$ cat src/rtl/wpd_pkg.sv
// ----------------------------------------------------------------------------
// wpd_pkg
// Types, codes and constants shared by the WAV parser and downmix block.
// ----------------------------------------------------------------------------
package wpd_pkg;

  localparam int unsigned SUM_W = 24;              // frame sum width
  localparam int unsigned CNT_W = $clog2(SUM_W + 1);

  localparam logic [31:0] TAG_FMT  = 32'h666D7420;
  localparam logic [31:0] TAG_DATA = 32'h64617461;
  localparam logic [15:0] CHAN_RST = 16'd1;
  localparam logic [15:0] BITS_RST = 16'd8;
  localparam logic [31:0] RATE_RST = 32'd22050;

  typedef enum logic [3:0] {
    PH_RIFF = 4'd0,
    PH_SIZE = 4'd1,
    PH_WAVE = 4'd2,
    PH_HEAD = 4'd3,
    PH_FMT  = 4'd4,
    PH_SKIP = 4'd5,
    PH_PAD  = 4'd6,
    PH_DATA = 4'd7,
    PH_IDLE = 4'd8
  } phase_e;

  typedef enum logic [1:0] {
    KIND_HEADER = 2'd0,
    KIND_SAMPLE = 2'd1,
    KIND_DONE   = 2'd2,
    KIND_ERROR  = 2'd3
  } kind_e;

  typedef enum logic [3:0] {
    ERR_NOT_RIFF  = 4'd0,
    ERR_NOT_WAVE  = 4'd1,
    ERR_FMT_SHORT = 4'd2,
    ERR_NOT_PCM   = 4'd3,
    ERR_NO_FMT    = 4'd4,
    ERR_NO_DATA   = 4'd5,
    ERR_EMPTY     = 4'd6,
    ERR_BAD_BITS  = 4'd7,
    ERR_MANY_CH   = 4'd8
  } err_e;

  typedef enum logic [1:0] {
    CT_READY = 2'd0,
    CT_DIV   = 2'd1,
    CT_OUT0  = 2'd2,
    CT_OUT1  = 2'd3
  } ctl_e;

  typedef struct packed {
    kind_e       kind;
    logic [7:0]  smp;
    logic [31:0] rate;
    logic [15:0] chans;
    logic [15:0] bits;
    err_e        err;
    logic        last;
  } res_t;

  // controller -> datapath
  typedef struct packed {
    logic in_ready;
    logic take;
    logic div_start;
    logic sel;
  } cmd_t;

  // datapath -> controller
  typedef struct packed {
    logic [1:0] nres;
    logic       div_req;
    logic       div_done;
    logic       two_q;
  } sts_t;

  function automatic logic [7:0] riff_byte(input logic [1:0] idx);
    logic [7:0] r;
    unique case (idx)
      2'd0: r = 8'h52;
      2'd1: r = 8'h49;
      2'd2: r = 8'h46;
      default: r = 8'h46;
    endcase
    return r;
  endfunction

  function automatic logic [7:0] wave_byte(input logic [1:0] idx);
    logic [7:0] r;
    unique case (idx)
      2'd0: r = 8'h57;
      2'd1: r = 8'h41;
      2'd2: r = 8'h56;
      default: r = 8'h45;
    endcase
    return r;
  endfunction

endpackage

$ cat src/rtl/wpd_in_if.sv
// ----------------------------------------------------------------------------
// wpd_in_if
// Byte stream channel into the WAV parser.
// ----------------------------------------------------------------------------
interface wpd_in_if;
  logic       valid;
  logic       ready;
  logic [7:0] file_byte;
  logic       end_of_file;

  modport source (output valid, file_byte, end_of_file, input ready);
  modport sink (input valid, file_byte, end_of_file, output ready);
endinterface

$ cat src/rtl/wpd_out_if.sv
// ----------------------------------------------------------------------------
// wpd_out_if
// Result channel out of the WAV parser.
// ----------------------------------------------------------------------------
interface wpd_out_if;
  logic        valid;
  logic        ready;
  logic [1:0]  kind;
  logic [7:0]  sample_out;
  logic [31:0] rate_hz;
  logic [15:0] channel_count;
  logic [15:0] sample_bits;
  logic [3:0]  error_code;
  logic        run_last;

  modport source (output valid, kind, sample_out, rate_hz, channel_count, sample_bits,
                  error_code, run_last, input ready);
  modport sink (input valid, kind, sample_out, rate_hz, channel_count, sample_bits,
                error_code, run_last, output ready);
endinterface

$ cat src/rtl/wav_parse_and_pcm_downmix.sv
// ----------------------------------------------------------------------------
// wav_parse_and_pcm_downmix
// RIFF/WAVE byte parser with mono 8-bit PCM downmix.
// ----------------------------------------------------------------------------
// Sequence: a byte's results are registered when the byte is taken. A byte
//   that completes a frame waits on the bit-serial divider (24 quotient bits)
//   before the sample is shown.
// Throughput: one byte per cycle when it causes no result; while results are
//   handed out or a frame is divided, no new byte is taken.
// Reset: asynchronous, active low; the parser expects the RIFF tag.
module wav_parse_and_pcm_downmix import wpd_pkg::*; #(
  parameter int unsigned MAX_CHANNELS = 8
) (
  input  logic      clk_i,
  input  logic      rst_ni,
  wpd_in_if.sink    in_i,
  wpd_out_if.source out_o
);

  cmd_t cmd;
  sts_t sts;
  logic out_valid;

  wpd_ctrl u_ctrl (
    .clk_i       (clk_i),
    .rst_ni      (rst_ni),
    .in_valid_i  (in_i.valid),
    .out_ready_i (out_o.ready),
    .sts_i       (sts),
    .cmd_o       (cmd),
    .out_valid_o (out_valid)
  );

  wpd_dpath #(.MAX_CHANNELS(MAX_CHANNELS)) u_dpath (
    .clk_i           (clk_i),
    .rst_ni          (rst_ni),
    .file_byte_i     (in_i.file_byte),
    .end_of_file_i   (in_i.end_of_file),
    .cmd_i           (cmd),
    .sts_o           (sts),
    .kind_o          (out_o.kind),
    .sample_out_o    (out_o.sample_out),
    .rate_hz_o       (out_o.rate_hz),
    .channel_count_o (out_o.channel_count),
    .sample_bits_o   (out_o.sample_bits),
    .error_code_o    (out_o.error_code),
    .run_last_o      (out_o.run_last)
  );

  assign in_i.ready  = cmd.in_ready;
  assign out_o.valid = out_valid;

endmodule

$ cat src/rtl/wpd_div.sv
// ----------------------------------------------------------------------------
// wpd_div
// Restoring divider, one quotient bit per cycle: frame sum magnitude by
// channel count.
// ----------------------------------------------------------------------------
module wpd_div import wpd_pkg::*; #(
  parameter int unsigned DW = 4
) (
  input  logic             clk_i,
  input  logic             rst_ni,
  input  logic             start_i,
  input  logic [SUM_W-1:0] dividend_i,
  input  logic [DW-1:0]    divisor_i,
  output logic             done_o,
  output logic [SUM_W-1:0] quot_o
);

  logic             busy_q, busy_d;
  logic [CNT_W-1:0] cnt_q, cnt_d;
  logic [SUM_W-1:0] quo_q, quo_d;
  logic [DW:0]      rem_q, rem_d;
  logic [DW-1:0]    dvs_q, dvs_d;
  logic             done_q, done_d;
  logic [DW:0]      trial;
  logic [DW+1:0]    diff;

  always_comb begin
    busy_d = busy_q;
    cnt_d  = cnt_q;
    quo_d  = quo_q;
    rem_d  = rem_q;
    dvs_d  = dvs_q;
    done_d = 1'b0;
    trial  = {rem_q[DW-1:0], quo_q[SUM_W-1]};
    diff   = {1'b0, trial} - {2'b00, dvs_q};
    if (start_i) begin
      busy_d = 1'b1;
      cnt_d  = '0;
      quo_d  = dividend_i;
      rem_d  = '0;
      dvs_d  = divisor_i;
    end else if (busy_q) begin
      // shift in next dividend bit, subtract when it fits
      if (!diff[DW+1]) begin
        rem_d = diff[DW:0];
        quo_d = {quo_q[SUM_W-2:0], 1'b1};
      end else begin
        rem_d = trial;
        quo_d = {quo_q[SUM_W-2:0], 1'b0};
      end
      cnt_d = cnt_q + 1'b1;
      if (cnt_q == CNT_W'(SUM_W - 1)) begin
        busy_d = 1'b0;
        done_d = 1'b1;
      end
    end
  end

  always_ff @(posedge clk_i or negedge rst_ni) begin
    if (!rst_ni) begin
      busy_q <= 1'b0;
      cnt_q  <= '0;
      done_q <= 1'b0;
    end else begin
      busy_q <= busy_d;
      cnt_q  <= cnt_d;
      done_q <= done_d;
    end
  end

  always_ff @(posedge clk_i) begin
    quo_q <= quo_d;
    rem_q <= rem_d;
    dvs_q <= dvs_d;
  end

  assign done_o = done_q;
  assign quot_o = quo_q;

  a_done_after_busy: assert property (@(posedge clk_i) disable iff (!rst_ni)
    done_q |-> $past(busy_q)) else $error("divider done without a run");
  a_no_restart: assert property (@(posedge clk_i) disable iff (!rst_ni)
    busy_q |-> !start_i) else $error("divider restarted while busy");
  a_done_idle: assert property (@(posedge clk_i) disable iff (!rst_ni)
    done_q |-> !busy_q) else $error("divider busy after done");

endmodule

$ cat src/rtl/wpd_ctrl.sv
// ----------------------------------------------------------------------------
// wpd_ctrl
// Sequencer: takes a byte, waits for its downmix divide if any, then hands out
// the one or two results of that byte.
// ----------------------------------------------------------------------------
module wpd_ctrl import wpd_pkg::*; (
  input  logic clk_i,
  input  logic rst_ni,
  input  logic in_valid_i,
  input  logic out_ready_i,
  input  sts_t sts_i,
  output cmd_t cmd_o,
  output logic out_valid_o
);

  ctl_e st_q, st_d;

  always_comb begin
    st_d = st_q;
    unique case (st_q)
      CT_READY: begin
        if (in_valid_i && sts_i.nres != 2'd0) begin
          st_d = sts_i.div_req ? CT_DIV : CT_OUT0;
        end
      end
      CT_DIV: begin
        if (sts_i.div_done) st_d = CT_OUT0;
      end
      CT_OUT0: begin
        if (out_ready_i) st_d = sts_i.two_q ? CT_OUT1 : CT_READY;
      end
      CT_OUT1: begin
        if (out_ready_i) st_d = CT_READY;
      end
      default: st_d = CT_READY;
    endcase
  end

  always_comb begin
    cmd_o           = '0;
    out_valid_o     = 1'b0;
    unique case (st_q)
      CT_READY: begin
        cmd_o.in_ready  = 1'b1;
        cmd_o.take      = in_valid_i;
        cmd_o.div_start = in_valid_i && sts_i.div_req;
      end
      CT_OUT0: begin
        out_valid_o = 1'b1;
      end
      CT_OUT1: begin
        out_valid_o = 1'b1;
        cmd_o.sel   = 1'b1;
      end
      default: ;
    endcase
  end

  always_ff @(posedge clk_i or negedge rst_ni) begin
    if (!rst_ni) begin
      st_q <= CT_READY;
    end else begin
      st_q <= st_d;
    end
  end

  a_div_follows: assert property (@(posedge clk_i) disable iff (!rst_ni)
    cmd_o.div_start |=> st_q == CT_DIV) else $error("divide not waited for");
  a_second_after_first: assert property (@(posedge clk_i) disable iff (!rst_ni)
    $rose(st_q == CT_OUT1) |-> $past(st_q == CT_OUT0 && out_ready_i))
    else $error("second result without first transfer");
  a_done_in_div: assert property (@(posedge clk_i) disable iff (!rst_ni)
    sts_i.div_done |-> st_q == CT_DIV) else $error("divide done out of sequence");

endmodule

$ cat src/rtl/wpd_dpath.sv
// ----------------------------------------------------------------------------
// wpd_dpath
// Parse state, chunk walking, fmt capture, frame accumulation and the
// result registers.
// ----------------------------------------------------------------------------
module wpd_dpath import wpd_pkg::*; #(
  parameter int unsigned MAX_CHANNELS = 8
) (
  input  logic        clk_i,
  input  logic        rst_ni,
  input  logic [7:0]  file_byte_i,
  input  logic        end_of_file_i,
  input  cmd_t        cmd_i,
  output sts_t        sts_o,
  output logic [1:0]  kind_o,
  output logic [7:0]  sample_out_o,
  output logic [31:0] rate_hz_o,
  output logic [15:0] channel_count_o,
  output logic [15:0] sample_bits_o,
  output logic [3:0]  error_code_o,
  output logic        run_last_o
);

  localparam int unsigned DW = $clog2(MAX_CHANNELS + 1);

  phase_e                   ph_q, ph_d;
  logic [31:0]              pos_q, pos_d;
  logic [31:0]              len_q, len_d;
  logic [31:0]              tag_q, tag_d;
  logic                     pad_q, pad_d;
  logic                     fmt_q, fmt_d;
  logic [15:0]              chan_q, chan_d;
  logic [15:0]              bits_q, bits_d;
  logic [31:0]              rate_q, rate_d;
  logic [31:0]              rem_q, rem_d;
  logic signed [SUM_W-1:0]  sum_q, sum_d;
  logic [DW-1:0]            cidx_q, cidx_d;
  logic [7:0]               low_q, low_d;

  res_t             res_a [2];
  res_t             res_q [2];
  logic [1:0]       n;
  logic             div_req;
  logic [SUM_W-1:0] div_mag;
  logic             div_neg;
  logic             neg_q;
  logic             is8_q;
  logic             two_q;
  logic [DW-1:0]    chv;
  logic [31:0]      pos_inc;
  logic signed [SUM_W-1:0] sum_t;
  logic             have;
  logic             div_done;
  logic [SUM_W-1:0] quot;
  logic [7:0]       smp8;
  logic [7:0]       hi8;
  res_t             blank;
  res_t             r;

  assign pos_inc = pos_q + 32'd1;
  assign chv     = (chan_q == 16'd0) ? DW'(1) : chan_q[DW-1:0];

  always_comb begin
    ph_d    = ph_q;
    pos_d   = pos_q;
    len_d   = len_q;
    tag_d   = tag_q;
    pad_d   = pad_q;
    fmt_d   = fmt_q;
    chan_d  = chan_q;
    bits_d  = bits_q;
    rate_d  = rate_q;
    rem_d   = rem_q;
    sum_d   = sum_q;
    cidx_d  = cidx_q;
    low_d   = low_q;
    n       = 2'd0;
    div_req = 1'b0;
    div_mag = '0;
    div_neg = 1'b0;
    sum_t   = sum_q;
    have    = 1'b0;
    blank   = '{kind: KIND_HEADER, smp: 8'd0, rate: 32'd0, chans: 16'd0, bits: 16'd0,
                err: ERR_NOT_RIFF, last: 1'b0};
    r       = blank;
    res_a[0] = blank;
    res_a[1] = blank;

    unique case (ph_q)
      PH_RIFF: begin
        if (file_byte_i != riff_byte(pos_q[1:0])) begin
          r.kind = KIND_ERROR; r.err = ERR_NOT_RIFF;
          res_a[n[0]] = r; n = n + 2'd1; ph_d = PH_IDLE;
        end else if (pos_inc == 32'd4) begin
          pos_d = '0; ph_d = PH_SIZE;
        end else begin
          pos_d = pos_inc;
        end
      end
      PH_SIZE: begin
        if (pos_inc == 32'd4) begin
          pos_d = '0; ph_d = PH_WAVE;
        end else begin
          pos_d = pos_inc;
        end
      end
      PH_WAVE: begin
        if (file_byte_i != wave_byte(pos_q[1:0])) begin
          r.kind = KIND_ERROR; r.err = ERR_NOT_WAVE;
          res_a[n[0]] = r; n = n + 2'd1; ph_d = PH_IDLE;
        end else if (pos_inc == 32'd4) begin
          pos_d = '0; ph_d = PH_HEAD;
        end else begin
          pos_d = pos_inc;
        end
      end
      PH_HEAD: begin
        if (pos_q[31:2] == 30'd0) begin
          tag_d = {tag_q[23:0], file_byte_i};
          if (pos_q[1:0] == 2'd3) len_d = '0;
        end else begin
          unique case (pos_q[1:0])
            2'd0: len_d[7:0]   = len_q[7:0]   | file_byte_i;
            2'd1: len_d[15:8]  = len_q[15:8]  | file_byte_i;
            2'd2: len_d[23:16] = len_q[23:16] | file_byte_i;
            default: len_d[31:24] = len_q[31:24] | file_byte_i;
          endcase
        end
        pos_d = pos_inc;
        if (pos_inc == 32'd8) begin
          pos_d = '0;
          pad_d = len_d[0];
          if (tag_d == TAG_FMT) begin
            if (len_d < 32'd16) begin
              r.kind = KIND_ERROR; r.err = ERR_FMT_SHORT;
              res_a[n[0]] = r; n = n + 2'd1; ph_d = PH_IDLE;
            end else begin
              ph_d = PH_FMT;
            end
          end else if (tag_d == TAG_DATA) begin
            r.kind = KIND_ERROR;
            priority if (!fmt_q) begin
              r.err = ERR_NO_FMT;
            end else if (len_d == 32'd0) begin
              r.err = ERR_EMPTY;
            end else if (bits_q != 16'd8 && bits_q != 16'd16) begin
              r.err = ERR_BAD_BITS;
            end else if (chan_q > 16'(MAX_CHANNELS)) begin
              r.err = ERR_MANY_CH;
            end else begin
              r.kind  = KIND_HEADER;
              r.err   = ERR_NOT_RIFF;
              r.rate  = rate_q;
              r.chans = chan_q;
              r.bits  = bits_q;
            end
            res_a[n[0]] = r; n = n + 2'd1;
            if (r.kind == KIND_HEADER) begin
              rem_d  = len_d;
              sum_d  = '0;
              cidx_d = '0;
              ph_d   = PH_DATA;
            end else begin
              ph_d = PH_IDLE;
            end
          end else if (len_d == 32'd0) begin
            ph_d = PH_HEAD;
          end else begin
            ph_d = PH_SKIP;
          end
        end
      end
      PH_FMT: begin
        if (pos_q == 32'd1 && {file_byte_i, low_q} != 16'd1) begin
          r.kind = KIND_ERROR; r.err = ERR_NOT_PCM;
          res_a[n[0]] = r; n = n + 2'd1; ph_d = PH_IDLE;
        end else begin
          if (pos_q == 32'd0) low_d = file_byte_i;
          if (pos_q == 32'd2) chan_d[7:0] = file_byte_i;
          if (pos_q == 32'd3) chan_d[15:8] = file_byte_i;
          if (pos_q[31:2] == 30'd1) begin
            unique case (pos_q[1:0])
              2'd0: rate_d[7:0]   = file_byte_i;
              2'd1: rate_d[15:8]  = file_byte_i;
              2'd2: rate_d[23:16] = file_byte_i;
              default: rate_d[31:24] = file_byte_i;
            endcase
          end
          if (pos_q == 32'd14) bits_d[7:0] = file_byte_i;
          if (pos_q == 32'd15) begin
            bits_d[15:8] = file_byte_i;
            fmt_d        = 1'b1;
          end
          pos_d = pos_inc;
          if (pos_inc == len_q) begin
            pos_d = '0;
            ph_d  = pad_q ? PH_PAD : PH_HEAD;
          end
        end
      end
      PH_SKIP: begin
        pos_d = pos_inc;
        if (pos_inc == len_q) begin
          pos_d = '0;
          ph_d  = pad_q ? PH_PAD : PH_HEAD;
        end
      end
      PH_PAD: begin
        pos_d = '0;
        ph_d  = PH_HEAD;
      end
      PH_DATA: begin
        rem_d = rem_q - 32'd1;
        if (bits_q == 16'd8) begin
          sum_t = sum_q + SUM_W'({1'b0, file_byte_i});
          have  = 1'b1;
        end else if (!pos_q[0]) begin
          low_d = file_byte_i;
        end else begin
          sum_t = sum_q + {{(SUM_W-16){file_byte_i[7]}}, file_byte_i, low_q};
          have  = 1'b1;
        end
        sum_d    = sum_t;
        pos_d[0] = ~pos_q[0];
        if (have) begin
          cidx_d = cidx_q + DW'(1);
          if (cidx_d >= chv) begin
            // frame complete: divide the magnitude, sign restored later
            div_req = 1'b1;
            div_neg = sum_t[SUM_W-1];
            div_mag = div_neg ? SUM_W'(-sum_t) : SUM_W'(sum_t);
            r.kind  = KIND_SAMPLE;
            res_a[n[0]] = r; n = n + 2'd1;
            r       = blank;
            sum_d   = '0;
            cidx_d  = '0;
          end
        end
        if (rem_d == 32'd0) begin
          r.kind = KIND_DONE;
          res_a[n[0]] = r; n = n + 2'd1; ph_d = PH_IDLE;
        end
      end
      default: ;
    endcase

    if (end_of_file_i) begin
      r = blank;
      if (n == 2'd0 || ph_d != PH_IDLE) begin
        priority if (ph_d == PH_DATA) begin
          r.kind = KIND_DONE;
        end else if (ph_d == PH_RIFF) begin
          r.kind = KIND_ERROR; r.err = ERR_NOT_RIFF;
        end else if (ph_d == PH_SIZE || ph_d == PH_WAVE) begin
          r.kind = KIND_ERROR; r.err = ERR_NOT_WAVE;
        end else if (ph_d != PH_IDLE) begin
          r.kind = KIND_ERROR; r.err = fmt_d ? ERR_NO_DATA : ERR_NO_FMT;
        end
        if (ph_d != PH_IDLE) begin
          res_a[n[0]] = r; n = n + 2'd1;
        end
      end
      // restart from reset after the final byte
      ph_d   = PH_RIFF;
      pos_d  = '0;
      len_d  = '0;
      tag_d  = '0;
      pad_d  = 1'b0;
      fmt_d  = 1'b0;
      chan_d = CHAN_RST;
      bits_d = BITS_RST;
      rate_d = RATE_RST;
      rem_d  = '0;
      sum_d  = '0;
      cidx_d = '0;
      low_d  = '0;
    end

    if (n == 2'd1) res_a[0].last = 1'b1;
    if (n == 2'd2) res_a[1].last = 1'b1;
  end

  always_ff @(posedge clk_i or negedge rst_ni) begin
    if (!rst_ni) begin
      ph_q   <= PH_RIFF;
      pos_q  <= '0;
      len_q  <= '0;
      tag_q  <= '0;
      pad_q  <= 1'b0;
      fmt_q  <= 1'b0;
      chan_q <= CHAN_RST;
      bits_q <= BITS_RST;
      rate_q <= RATE_RST;
      rem_q  <= '0;
      sum_q  <= '0;
      cidx_q <= '0;
      low_q  <= '0;
      two_q  <= 1'b0;
    end else if (cmd_i.take) begin
      ph_q   <= ph_d;
      pos_q  <= pos_d;
      len_q  <= len_d;
      tag_q  <= tag_d;
      pad_q  <= pad_d;
      fmt_q  <= fmt_d;
      chan_q <= chan_d;
      bits_q <= bits_d;
      rate_q <= rate_d;
      rem_q  <= rem_d;
      sum_q  <= sum_d;
      cidx_q <= cidx_d;
      low_q  <= low_d;
      two_q  <= (n == 2'd2);
    end
  end

  wpd_div #(.DW(DW)) u_div (
    .clk_i      (clk_i),
    .rst_ni     (rst_ni),
    .start_i    (cmd_i.div_start),
    .dividend_i (div_mag),
    .divisor_i  (chv),
    .done_o     (div_done),
    .quot_o     (quot)
  );

  // 16-bit: avg/256 truncated toward zero, then offset by 128
  assign hi8  = neg_q ? (8'd0 - quot[15:8]) : quot[15:8];
  assign smp8 = is8_q ? quot[7:0] : (hi8 + 8'd128);

  always_ff @(posedge clk_i) begin
    if (cmd_i.take) begin
      res_q[0] <= res_a[0];
      res_q[1] <= res_a[1];
      neg_q    <= div_neg;
      is8_q    <= (bits_q == 16'd8);
    end else if (div_done) begin
      res_q[0].smp <= smp8;
    end
  end

  assign sts_o.nres     = n;
  assign sts_o.div_req  = div_req;
  assign sts_o.div_done = div_done;
  assign sts_o.two_q    = two_q;

  assign kind_o          = res_q[cmd_i.sel].kind;
  assign sample_out_o    = res_q[cmd_i.sel].smp;
  assign rate_hz_o       = res_q[cmd_i.sel].rate;
  assign channel_count_o = res_q[cmd_i.sel].chans;
  assign sample_bits_o   = res_q[cmd_i.sel].bits;
  assign error_code_o    = res_q[cmd_i.sel].err;
  assign run_last_o      = res_q[cmd_i.sel].last;

  a_cidx_bound: assert property (@(posedge clk_i) disable iff (!rst_ni)
    ph_q == PH_DATA |-> cidx_q < chv) else $error("channel index past frame");
  a_data_chan: assert property (@(posedge clk_i) disable iff (!rst_ni)
    ph_q == PH_DATA |-> chan_q <= 16'(MAX_CHANNELS)) else $error("too many channels");
  a_div_sample: assert property (@(posedge clk_i) disable iff (!rst_ni)
    cmd_i.div_start |=> res_q[0].kind == KIND_SAMPLE) else $error("divide without sample");

endmodule
$ cat src/flat_wrapper.sv
// flat-port wrapper written by rule: the top's interface ports become plain ports
module wav_parse_and_pcm_downmix_flat import wpd_pkg::*;
#(
  parameter int unsigned MAX_CHANNELS = 8
)
  (clk_i, rst_ni, in_i_valid, in_i_file_byte, in_i_end_of_file, in_i_ready, out_o_valid, out_o_kind, out_o_sample_out, out_o_rate_hz, out_o_channel_count, out_o_sample_bits, out_o_error_code, out_o_run_last, out_o_ready);
  wpd_in_if in_i_i ();
  wpd_out_if out_o_i ();
  input  logic clk_i;
  input  logic rst_ni;
  input wire logic [$bits(in_i_i.valid)-1:0] in_i_valid;
  input wire logic [$bits(in_i_i.file_byte)-1:0] in_i_file_byte;
  input wire logic [$bits(in_i_i.end_of_file)-1:0] in_i_end_of_file;
  output wire logic [$bits(in_i_i.ready)-1:0] in_i_ready;
  output wire logic [$bits(out_o_i.valid)-1:0] out_o_valid;
  output wire logic [$bits(out_o_i.kind)-1:0] out_o_kind;
  output wire logic [$bits(out_o_i.sample_out)-1:0] out_o_sample_out;
  output wire logic [$bits(out_o_i.rate_hz)-1:0] out_o_rate_hz;
  output wire logic [$bits(out_o_i.channel_count)-1:0] out_o_channel_count;
  output wire logic [$bits(out_o_i.sample_bits)-1:0] out_o_sample_bits;
  output wire logic [$bits(out_o_i.error_code)-1:0] out_o_error_code;
  output wire logic [$bits(out_o_i.run_last)-1:0] out_o_run_last;
  input wire logic [$bits(out_o_i.ready)-1:0] out_o_ready;
  assign in_i_i.valid = in_i_valid;
  assign in_i_i.file_byte = in_i_file_byte;
  assign in_i_i.end_of_file = in_i_end_of_file;
  assign in_i_ready = in_i_i.ready;
  assign out_o_valid = out_o_i.valid;
  assign out_o_kind = out_o_i.kind;
  assign out_o_sample_out = out_o_i.sample_out;
  assign out_o_rate_hz = out_o_i.rate_hz;
  assign out_o_channel_count = out_o_i.channel_count;
  assign out_o_sample_bits = out_o_i.sample_bits;
  assign out_o_error_code = out_o_i.error_code;
  assign out_o_run_last = out_o_i.run_last;
  assign out_o_i.ready = out_o_ready;
  wav_parse_and_pcm_downmix #(.MAX_CHANNELS(MAX_CHANNELS)) u_core (.clk_i(clk_i), .rst_ni(rst_ni), .in_i(in_i_i), .out_o(out_o_i));
endmodule
$ cat config.mk
export PLATFORM = sky130hd
export DESIGN_NAME = wav_parse_and_pcm_downmix_flat
export DESIGN_NICKNAME = d
export VERILOG_FILES = /design/src/rtl/wpd_pkg.sv /design/src/rtl/wpd_in_if.sv /design/src/rtl/wpd_out_if.sv /design/src/rtl/wav_parse_and_pcm_downmix.sv /design/src/rtl/wpd_div.sv /design/src/rtl/wpd_ctrl.sv /design/src/rtl/wpd_dpath.sv /design/src/flat_wrapper.sv
export SDC_FILE = /design/constraint.sdc
export NUM_CORES = 1
export LEC_CHECK = 0
export BUFFER_PORTS_ARGS = -buffer_cell sky130_fd_sc_hd__buf_2
export CAP_MARGIN = 10
export CORE_MARGIN = 1
export CORE_UTILIZATION = 50
export DETAILED_ROUTE_END_ITERATION = 7
export GPL_TIMING_DRIVEN = 0
export PLACE_DENSITY = 0.69
export REMOVE_ABC_BUFFERS = 1
export SYNTH_ARGS = -nofsm -noshare
export SYNTH_HDL_FRONTEND = slang
export SYNTH_SLANG_ARGS = --single-unit
$ cat constraint.sdc
create_clock -name clk_i -period 11.7 [get_ports clk_i]
set_clock_uncertainty 0.1 [all_clocks]
set_input_delay 1.17 -clock clk_i [delete_from_list [all_inputs] [get_ports clk_i]]
set_output_delay 1.17 -clock clk_i [all_outputs]
set_load 0.03 [all_outputs]
==> impl_metrics.py <==
metrics = {
    "status": {
        "run_status": "finished clean",
    },
    "drt": {
        "first_pass_iters": 6,
        "drt_iter0_drc": 1942,
        "viasPerCell": 6.32,
        "routed-via-count": 19500,
        "wire_per_inst_um": 21.0,
        "drc": 0,
        "routed_wl_um": 64900,
        "ant_nets": 0,
    },
    "synth": {
        "ys_ff_latch": 362,
        "synthAdderAreaFrac_pct": 3.33,
        "synth_simple_gate_area_share_pct": 21.9,
        "synth_edf_count": 114,
        "syn_avg_cell_area_um2": 9.22,
        "synth_top_family_by_area": "simple AND/OR/NAND/NOR gates",
        "async_flop_share_pct": 67.4,
        "yosys_warnings": 0,
        "yosys.cell_types.count": 98,
        "ys.flop_type": "dfrtp_1",
        "synth_xor_area_share_pct": 4.62,
        "syn-cell-area_mm2": 0.0225,
        "synthCells": 2441,
        "synth_compound_area_share_pct": 19.0,
        "synth.area.mux_share_pct": 4.55,
        "yosysSeqAreaShare_pct": 42.7,
    },
    "cts": {
        "hold_buffers": 0,
        "clk_latency_ns": 0.59,
        "cts-resized-gates": 0,
        "cts_tree": "done",
        "clockBufferDepth": 3,
        "clk_pin_slew_worst_paths_ns": 0.06,
        "cts_buffers": 42,
        "clock_sinks": 362,
        "htreeDepth": 2,
        "root_buffer": "clkbuf_16",
        "cts_setup_buffers": 0,
    },
    "hold_path": {
        "holdCritPathClass": "register to register",
        "min_from": "u_core.u_dpath.tag_q[30]",
    },
    "power": {
        "p_comb_share_pct": 31.3,
        "swShare_pct": 35.7,
        "switchingPower_mw": 1.62,
        "leakagePower_nw": 10.4,
        "p_clk_share_pct": 31.7,
        "internal_power_mw": 2.91,
        "seq_power_share_pct": 37.0,
        "power_density_mw_per_mm2": 180,
        "irDropWorstVdd_mv": 0.129,
    },
    "global_routing": {
        "grt_pass1_wl_um": 103000,
        "grt_use_total_pct": 28.0,
        "grt_max_degree": 121,
        "grt_pass1_vias": 18300,
        "gr-total-overflow": 0,
        "antenna_found_initial": 1,
    },
    "critical_path": {
        "crit_required_ns": 12.11,
        "startpoint": "u_core.u_dpath.pos_q[0]",
        "worst-path-max-fanout": 29,
        "reg2reg_from": "u_core.u_dpath.pos_q[0]",
        "cp-end-kind": "register",
        "r2r_slack_ns": 5.07,
        "worst-endpoint-arrival_ns": 7.04,
        "cp-start-kind": "register",
        "critPathKind": "register to register",
    },
    "sta": {
        "holdWs_ns": 0.395,
        "hold_violations": 0,
        "tightest_slew_ns": 1.12,
        "setup_viol": 0,
        "maxSlewViolCount": 0,
        "min_period_ns": 6.63,
        "rsz0062_at_grt": "no",
        "fmax_mhz": 151,
        "setup_tns_ns": 0,
        "relSlewSlack_pct": 25.4,
        "final.period_utilization_pct": 56.6,
    },
    "cells_and_area": {
        "finish.instance_area_mm2": 0.0251,
        "final_util_pct": 56.7,
        "syn2layout_area_growth_pct": 11.7,
        "final_common_cell": "dfrtp_1",
        "fin_nets": 2532,
        "stdcell_count": 3087,
        "antenna_cells": 0,
        "drive_gt1_share_pct": 12.5,
        "final_cell_mix": "dfrtp_1 (236), nand2_1 (209), nor2_1 (207)",
    },
    "placement": {
        "dp.cells": 3007,
        "post_dp_cell_area_mm2": 0.0236,
        "place_hpwl_um": 45400,
        "port_buffers": 93,
        "place.gp.congestion": 0.943,
    },
    "die": {
        "dieHeight_um": 214,
        "die-area_mm2": 0.0459,
        "core_mm2": 0.0443,
        "start_util_pct": 50.8,
        "row_count": 77,
        "io_pins": 94,
        "die_w_um": 214,
    },
    "flow_run": {
        "maxCapViolCount": 0,
    },
}
power by group through the flow:
stage	sequential (mW)	clock, mW	combinational (mW)
after floorplan	1.66	0	1.01
after global placement	1.69	0	1.34
after detailed placement	1.70	0	1.40
after CTS	1.68	1.46	1.41
after global routing	1.71	1.51	1.55
final	1.68	1.44	1.42
critical path, stage by stage, from the launching register on:
cell,delay (ns)
dfrtp_1,0.93
clkinv_1,0.66
ha_1,0.59
xor2_1,0.22
nand4_1,0.11
a2111oi_1,0.90
mux2_2,0.30
o32ai_1,0.08
nand2_1,0.17
o21ai_0,0.17
nor2_2,0.61
buf_8,0.25
o21ai_1,0.30
nor2_4,0.56
buf_16,0.25
a31oi_1,0.10
a31oi_1,0.19
through the flow:
stage	power [mW]	worst slack (ns)
after global placement	3.03	0.739
after detailed placement	3.10	5.08
after global routing	4.76	4.69
after CTS	4.55	5.00
after floorplan	2.66	4.52
final	4.54	5.07
worst paths after layout:
kind,endpoint,depth (start not counted)
min reg2reg,u_core.u_dpath.tag_q[30],1
max,u_core.u_dpath.pos_q[9],16
min in group asynchronous,u_core.u_dpath.tag_q[14],1
max in group asynchronous,u_core.u_dpath.ph_q[0],2
min,u_core.u_dpath.tag_q[30],1
max reg2reg,u_core.u_dpath.pos_q[9],16
sequential cells by signal, summed over array words and instances (netlist names), 24 cells and up:
name,cells
u_core.u_dpath.len_q,32
u_core.u_dpath.pos_q,32
u_core.u_dpath.rate_q,32
u_core.u_dpath.rem_q,32
u_core.u_dpath.res_q,84
u_core.u_dpath.sum_q,24
u_core.u_dpath.tag_q,32
u_core.u_dpath.u_div.quot_o,24
synth_stat cells, drive strengths merged, types with 40 or more instances:
cell type,instances,area [um2]
o31ai,50,375
nor3,72,392
nand2,210,788
and3,58,363
xnor2,69,604
clkbuf,135,507
nand3,56,285
ha,55,688
nor2,212,798
and2,87,544
xor2,47,412
o21ai,153,769
a22o,49,429
edfxtp,114,3420
a21oi,142,711
dfrtp,236,5910
a31oi,73,457
nor4,56,382
nand4,40,293
inv,59,221
mux2,74,833
final cells by class:
type,instances,area (um2)
clock buffers,56,1160
clock inverters,22,345
fillers,3861,19200
inverters,60,228
multi-input cells,1883,12200
flip-flops and latches,362,9620
well taps,592,741
repair buffers,112,865
metal layers:
| layer | track usage [%] | wire length (um) | vias up |
|---|---|---|---|
| met5 | 0 | 9 | - |
| met3 | 5.26 | 5220 | 143 |
| met2 | 43.5 | 29300 | 802 |
| li1 | - | - | 9095 |
| met1 | 39.0 | 28200 | 9455 |
| met4 | 10.3 | 2200 | 2 |
kinds of logic (layout without fill, tap and decap cells):
kind of cell             count (synthesis)  count (layout)
AND/OR/NAND/NOR                        936             936
AO/OA/AOI/OAI                          650             650
flip-flops                             362             362
buffers and inverters                  224             250
XOR/XNOR                               117             117
multiplexers                            93              93
adder cells (fa/ha/maj)                 58              58
other                                    1              29
Power figures use the tool's default switching activity.
